<file path="config.mk">
export PLATFORM = sky130hd
export DESIGN_NAME = sorted_priority_queue_top
export DESIGN_NICKNAME = d
export VERILOG_FILES = /design/src/rtl/core/spq_pkg.sv /design/src/rtl/core/spq_cell.sv /design/src/rtl/core/sorted_priority_queue_top.sv
export SDC_FILE = /design/constraint.sdc
export NUM_CORES = 2
export LEC_CHECK = 0
export BUFFER_PORTS_ARGS = -buffer_cell sky130_fd_sc_hd__buf_2
export CORE_MARGIN = 5
export CORE_UTILIZATION = 38
export CTS_BUF_LIST = sky130_fd_sc_hd__clkbuf_2
export DETAILED_ROUTE_END_ITERATION = 8
export GPL_ROUTABILITY_DRIVEN = 0
export PLACE_DENSITY = 0.55
export SLEW_MARGIN = 20
export SYNTH_ARGS = -nofsm -noshare
export SYNTH_HDL_FRONTEND = slang
export SYNTH_SLANG_ARGS = --single-unit
</file>
<file path="constraint.sdc">
create_clock -name clk -period 16.11 [get_ports clk]
set_input_delay 1.611 -clock clk [delete_from_list [all_inputs] [get_ports clk]]
set_output_delay 1.611 -clock clk [all_outputs]
set_load 0.01 [all_outputs]
</file>
<file path="src/rtl/core/spq_pkg.sv">
// ---------------------------------------------------------------------------
// Sorted priority queue package
// Request, response and entry types shared by the queue modules.
// ---------------------------------------------------------------------------
`timescale 1ns / 1ps

package spq_pkg;

    localparam int CAPACITY_DEF = 16;
    localparam int DATA_W       = 32;
    localparam int COUNT_W      = 5;

    typedef enum logic {
        FUNC_ENQUEUE = 1'b0,
        FUNC_DEQUEUE = 1'b1
    } func_t;

    typedef struct packed {
        func_t                     func;
        logic signed [DATA_W-1:0]  value;
        logic signed [DATA_W-1:0]  priority_req;
    } req_t;

    typedef struct packed {
        logic signed [DATA_W-1:0]  head_value;
        logic signed [DATA_W-1:0]  head_priority;
        logic                      is_empty;
        logic        [COUNT_W-1:0] entry_count;
        logic                      overflow;
        logic                      underflow;
    } rsp_t;

    typedef struct packed {
        logic signed [DATA_W-1:0]  value;
        logic signed [DATA_W-1:0]  prio;
    } entry_t;

    typedef struct packed {
        logic enq;
        logic deq;
    } cell_ctrl_t;

endpackage

</file>
<file path="src/rtl/core/spq_cell.sv">
// ---------------------------------------------------------------------------
// Sorted priority queue cell
// One slot of the sorted row: keeps, takes the new entry, or shifts.
// ---------------------------------------------------------------------------
`timescale 1ns / 1ps

module spq_cell (
    input  logic                clk,
    input  spq_pkg::cell_ctrl_t ctrl,
    input  spq_pkg::entry_t     new_entry,
    input  spq_pkg::entry_t     left_entry,
    input  spq_pkg::entry_t     right_entry,
    input  logic                left_keep,
    input  logic                occupied,
    output spq_pkg::entry_t     entry,
    output logic                keep
);
    import spq_pkg::*;

    entry_t entry_reg;
    entry_t entry_next;

    // Equal priorities stay ahead of the newcomer, so arrival order holds.
    assign keep  = occupied && ($signed(entry_reg.prio) <= $signed(new_entry.prio));
    assign entry = entry_reg;

    always_comb
    begin
        entry_next = entry_reg;
        if (ctrl.enq && !keep)
        begin
            entry_next = left_keep ? new_entry : left_entry;
        end
        else if (ctrl.deq)
        begin
            entry_next = right_entry;
        end
    end

    always_ff @(posedge clk)
    begin
        entry_reg <= entry_next;
    end

endmodule

</file>
<file path="src/rtl/core/sorted_priority_queue_top.sv">
// ---------------------------------------------------------------------------
// Sorted priority queue
// Shift-on-insert priority queue built from a row of entry cells.
// ---------------------------------------------------------------------------
// Every request (enqueue or dequeue) takes one cycle and yields one
// response: done pulses for a single cycle right after the accepting edge
// and the response must be taken then. busy stays low, so a new request
// may be issued every cycle. All cells compare the new priority against
// their own in parallel and shift in the same cycle, so the update of the
// whole row settles in one cycle for any CAPACITY. Ties leave in arrival
// order; an enqueue into a full queue or a dequeue from an empty one
// changes nothing and raises overflow or underflow.
`timescale 1ns / 1ps

module sorted_priority_queue_top #(
    parameter int CAPACITY = spq_pkg::CAPACITY_DEF
) (
    input  logic          clk,
    input  logic          rst_n,
    input  logic          start,
    output logic          busy,
    input  spq_pkg::req_t req,
    output logic          done,
    output spq_pkg::rsp_t rsp
);
    import spq_pkg::*;

    localparam int CNT_W = $clog2(CAPACITY + 1);

    logic [CNT_W-1:0] count_reg;
    logic [CNT_W-1:0] count_next;
    logic             done_reg;
    logic             overflow_reg;
    logic             underflow_reg;

    logic       accept;
    logic       full;
    logic       empty;
    logic       is_enq;
    logic       ovf_next;
    logic       unf_next;
    cell_ctrl_t ctrl;
    entry_t     new_entry;

    entry_t cell_entry [CAPACITY];
    logic   cell_keep  [CAPACITY];

    assign busy   = 1'b0;
    assign accept = start && !busy;
    assign full   = (count_reg == CNT_W'(CAPACITY));
    assign empty  = (count_reg == '0);
    assign is_enq = (req.func == FUNC_ENQUEUE);

    assign ctrl.enq = accept && is_enq && !full;
    assign ctrl.deq = accept && !is_enq && !empty;
    assign ovf_next = accept && is_enq && full;
    assign unf_next = accept && !is_enq && empty;

    assign new_entry.value = req.value;
    assign new_entry.prio  = req.priority_req;

    always_comb
    begin
        count_next = count_reg;
        if (ctrl.enq)
        begin
            count_next = count_reg + CNT_W'(1);
        end
        else if (ctrl.deq)
        begin
            count_next = count_reg - CNT_W'(1);
        end
    end

    for (genvar i = 0; i < CAPACITY; i++)
    begin : g_cell
        entry_t left_e;
        entry_t right_e;
        logic   left_k;

        if (i == 0)
        begin : g_first
            assign left_e = new_entry;
            assign left_k = 1'b1;
        end
        else
        begin : g_inner
            assign left_e = cell_entry[i-1];
            assign left_k = cell_keep[i-1];
        end

        // Last cell holds its own entry on dequeue; it is beyond count anyway.
        if (i == CAPACITY - 1)
        begin : g_last
            assign right_e = cell_entry[i];
        end
        else
        begin : g_mid
            assign right_e = cell_entry[i+1];
        end

        spq_cell u_cell (
            .clk         (clk),
            .ctrl        (ctrl),
            .new_entry   (new_entry),
            .left_entry  (left_e),
            .right_entry (right_e),
            .left_keep   (left_k),
            .occupied    (CNT_W'(i) < count_reg),
            .entry       (cell_entry[i]),
            .keep        (cell_keep[i])
        );
    end

    always_ff @(posedge clk or negedge rst_n)
    begin
        if (!rst_n)
        begin
            count_reg <= '0;
            done_reg  <= 1'b0;
        end
        else
        begin
            count_reg <= count_next;
            done_reg  <= accept;
        end
    end

    always_ff @(posedge clk)
    begin
        overflow_reg  <= ovf_next;
        underflow_reg <= unf_next;
    end

    // Response reads the row after the update, alongside done.
    assign done              = done_reg;
    assign rsp.head_value    = empty ? '0 : cell_entry[0].value;
    assign rsp.head_priority = empty ? '0 : cell_entry[0].prio;
    assign rsp.is_empty      = empty;
    assign rsp.entry_count   = COUNT_W'(count_reg);
    assign rsp.overflow      = overflow_reg;
    assign rsp.underflow     = underflow_reg;

endmodule

</file>
* Word-level counts from Yosys, hierarchy flattened
Index checks and enable logic that the tools add are counted.
** Operators by class
- Add/sub/neg operators :: 2
- Order comparisons :: 32
- Eq/ne operators :: 1
- Muxes and demuxes :: 49
- Bitwise operators :: 1
- Reduce and logical (&&, ||, !) cells :: 73
** Operator list (count)
- $mux 64 :: 45
- $le 32x32->1 :: 16
- $mux 32 :: 2
- $lt 4x5->1 const A :: 8
- $logic_and 1x1->1 :: 38
- $reduce_bool 2->1 :: 16
- $lt 3x5->1 const A :: 4
- $logic_not 1->1 :: 18
- $lt 1x5->1 const A :: 2
- $lt 2x5->1 const A :: 2
- $mux 5 :: 2
- $add 5x1->5 const B :: 1
- $eq 5x5->1 const B :: 1
- $logic_not 5->1 :: 1
- $sub 5x1->5 const B :: 1
- $not 1->1 :: 1
** Word-level totals
- Bits in registers :: 1032
- Input bits :: 68
- Output and inout port bits :: 74
- Logic and storage cells :: 194

* Logic depth before layout (Yosys ltp)
- Depth in word-level cells :: 5
- Depth in mapped cells :: 15
- Mapped depth without buffers :: 10

* Hierarchy
A second synthesis with hierarchy kept.
** Unflattened totals
- Cell total of the unflattened synthesis :: 5439
- Area, all modules :: 73344.1 um^2
** Modules (own cells, without submodules)
- spq_cell at g_cell[0].u_cell ... :: instances 13, cells each 330, area an instance 4513.1 um^2, sequential area each 1921.8 um^2
- spq_cell at g_cell[7].u_cell ... :: instances 3, cells each 330, area an instance 4506.8 um^2, sequential area each 1921.8 um^2
- sorted_priority_queue_top :: instances 1, cells each 159, area an instance 1153.6 um^2, sequential area each 190.2 um^2

* Least setup slack after synthesis
No wires, ideal clock.
- Path kind :: input to register
- Start point :: in req[15] in the netlist's numbering
- End point :: reg g_cell[11].u_cell.entry_reg (netlist bit g_cell[11].u_cell.entry[0]), enable pin
- Library setup time :: 0.575 ns
- Arrival :: 8.706 ns
- Required time :: 15.535 ns
- Slack :: 6.830 ns
- Stages :: 13
- Path buffers :: 4
- Cells stage by stage :: clkbuf_1 -> clkbuf_1 -> inv_1 -> ha_1 -> nand4_1 -> nor4_1 -> o21ai_0 -> a31o_2 -> a21o_1 -> and2_1 -> buf_2 -> buf_1 -> o21ai_0
** On the way
- Cells in the longest elaborated chain, start to end :: 5
** Ends and longest elaborated chain
- from (decl) :: line sorted_priority_queue_top.sv:22 : input spq_pkg::req_t req,
- $le 32x32->1 :: line spq_cell.sv:24 : assign keep = occupied && ($signed(entry_reg.prio) <= $signed(new_entry.prio));
- $logic_and 1x1->1 :: line spq_cell.sv:24
- $logic_not 1->1 :: line spq_cell.sv:30 : if (ctrl.enq && !keep)
- $logic_and 1x1->1 :: line spq_cell.sv:30
- $reduce_bool 2->1 (no line)
- to (signal assigned) :: line spq_cell.sv:42 : entry_reg <= entry_next;
- to (decl) :: line spq_cell.sv:20 : entry_t entry_reg;
Every way passes these cells.
A chain may end at the register's enable or synchronous reset.

* Final worst setup path
- Start point :: in req[31] in the netlist's numbering
- End point :: reg g_cell[12].u_cell.entry_reg (netlist bit g_cell[12].u_cell.entry[20]), enable pin
** On the way
- Cells in the longest elaborated chain, start to end :: 5
** Ends and longest elaborated chain (line)
- $le 32x32->1 :: spq_cell.sv:24
- $logic_and 1x1->1 :: spq_cell.sv:24
- $logic_not 1->1 :: spq_cell.sv:30
- $logic_and 1x1->1 :: spq_cell.sv:30
- $reduce_bool 2->1 (no line)
- to (signal assigned) :: spq_cell.sv:42
- to (decl) :: spq_cell.sv:20
Every way passes these cells.

==> results.ini <==
[logic_synthesis]
ys.flop_type=edfxtp_1
netlist.area_leader.share_pct=47.4
yosysUniqueCellTypes=85
syn_nets=6438
synth_edf_count=1024
syn_avg_cell_area_um2=11.1
netlist_instances=5855
synth.largest_area_cell=edfxtp_1
yosys-top-cells-count=1024 x edfxtp_1, 715 x a21oi_1, 534 x nand2_1
synth_seq_cells=1032
ys_seq_area_share_pct=47.6
netlist_area_um2=64900
yosysMostFrequentCell=edfxtp_1
ys_async_sr_fraction_pct=0.581
ys_top_cells_by_area=edfxtp_1 47%, ha_1 9.9%, mux2i_1 7.9%, mux2_2 7.3%, a21oi_1 5.5%
yosys_warnings=0

[placed_design]
placedCellCount=7857
pre_cts_ws_ps=8500
io_buffer_count=140
hpwl_um=155000
place_area_um2=67400

[cts]
clock_latency_ps=1830
numClockSinks=1032
root_buffer=clkbuf_2
cts.path.max_buffers=4
cts.htree.levels=5
cts_setup_buffers=0
cts_made_buffers=307
clkTransAtPathRegs_ps=90
cts_tree=yes

[critical_path]
startpoint=req[31]
crit_arrival_ps=7400
slowest_delay_ps=770
crit_type=in -> reg
endpoint_kind=flop
reg2reg_from=count_reg[1]
path_cells=buf_2, inv_1, ha_1, nand4_1, nor4_1, nor3b_2, o31ai_1, nand3_1, a21bo_4, and2_4, nand2b_4, buf_4
critPathSlowestCell=buf_4
path_max_fanout=34
startpoint_type=input port
worstPathRequired_ps=17350

[min_path]
hold_class=in -> async

[grt]
track_usage_pct=25.5
grt_overflow=0
grt_pass1_wl_um=342000
grt_pass1_vias=50100
antenna_found_initial=16
grt_max_degree=129

[floorplan]
coreArea_um2=170000
dieWidth_um=423
die-area_um2=179000
fp.dieH_um=423
io_pins=142
start_util_pct=38.3
rows=151

[sta]
tightest_slew_ps=1220
period_share_pct=38.3
hold_viol_final=0
slew_violations=0
maxSlewHeadroom_pct=18.9
setup_slack_ps=9950
setup_viol=0
rsz0062_at_grt=no
hold_ws_ps=203
setup_tns_ps=0
fin_crit_ps=6160
fmax_mhz=162
fin_skew_ps=231

[final_layout]
largest_reg_flops=1024
fin_area_um2=70000
n_fill_cell=16400
nets=6534
final-seq-area_um2=30900
fin_cells=8360
areaGrowthSynthToFinish_pct=7.73
multiInputGateArea_um2=32000
drive_above_1_share_pct=20.3

[pwr]
p_leak_nw=28.0
ir_drop_mv=0.251
power.density_nw_per_um2=179

[drt]
drc=0
via_per_inst=6.05
wl_per_cell_um=28.4
drtIter0Drc=4811
routed_wl_um=237000
dr.pass1.iters=6
postRouteAntennaNets=0
vias=50600

[flow_run]
maxCapViolations=0

[outcome]
status=finished clean

[worst max-delay path, delay by kind of cell]
family / cells / cell delay (ps)
compound gates: 2 / 670
fa+ha+maj: 1 / 530
buf+inv: 3 / 1430
simple gates: 6 / 3070
[what timing repair did]
| action | in CTS | in global routing |
|---|---|---|
| endpoints found under the hold margin | 9 | 0 |
| hold buffers | 3 | 0 |
| resized for setup | 0 | 0 |
[routing by layer]
layer | vias up | track usage, % | part of all wire [%]
li1 | 22400 | - | -
met1 | 25100 | 34.2 | 43
met2 | 2412 | 39.1 | 44
met3 | 585 | 5.50 | 8.5
met4 | 4 | 12.8 | 5.2
met5 | - | 0 | 0.0088
[cells by family (layout without fill, tap and decap cells)]
group / after synthesis / count (layout) / share of synthesized area (%)
AO/OA/AOI/OAI: 1435 / 1435 / 12.3
AND/OR/NAND/NOR: 1326 / 1326 / 9.14
flip-flops: 1032 / 1032 / 47.6
multiplexers: 1020 / 1020 / 17.2
buffers and inverters: 522 / 793 / 3.74
adder cells (fa/ha/maj): 515 / 515 / 9.92
XOR/XNOR: 4 / 4 / 0.0540
other: 1 / 17 / 0.00577
[cells in the final DEF, fill, tap and decap left out, types with 140 or more instances in the layout]
cell type and n:
edfxtp_1 1024, a21oi_1 710, nand2_1 529, mux2i_1 515
ha_1 515, clkbuf_2 427, mux2_2 419, nor2_1 381
o21ai_0 311, a31oi_1 199, buf_2 140
[final cells by class]
type,count,area share [%]
multi-input cells,4301,45.8
flip-flops and latches,1032,44.2
well taps,2218,3.97
clock buffers,427,3.05
repair buffers,240,2.13
clock inverters,57,0.424
inverters,69,0.370
diodes,16,0.0572
[path summary, 6_finish.rpt]
check	end	slack [ps]	cells past startpoint
max	g_cell[12].u_cell.entry[20]	9950	12
min	count_reg[2]	200	2
max reg2reg	g_cell[0].u_cell.entry[17]	10060	8
min reg2reg	g_cell[14].u_cell.entry[54]	470	1
max in group asynchronous	count_reg[3]	15630	2
min in group clk	g_cell[12].u_cell.entry[33]	300	3
[power by group]
part / switching (W) / total (W) / internal (W)
Combinational: 0.00360 / 0.00572 / 0.00212
Sequential: 0.000654 / 0.00481 / 0.00416
Clock: 0.00122 / 0.00197 / 0.000746
Total: 0.00547 / 0.0125 / 0.00702
[stage by stage]
stage	power [W]	util (%)
global placement	0.0103	39.7
floorplan	0.00851	-
finish	0.0125	41.2
detailed placement	0.0105	39.8
CTS	0.0125	41.2
global route	0.0132	41.2
Power figures use the tool's default switching activity.
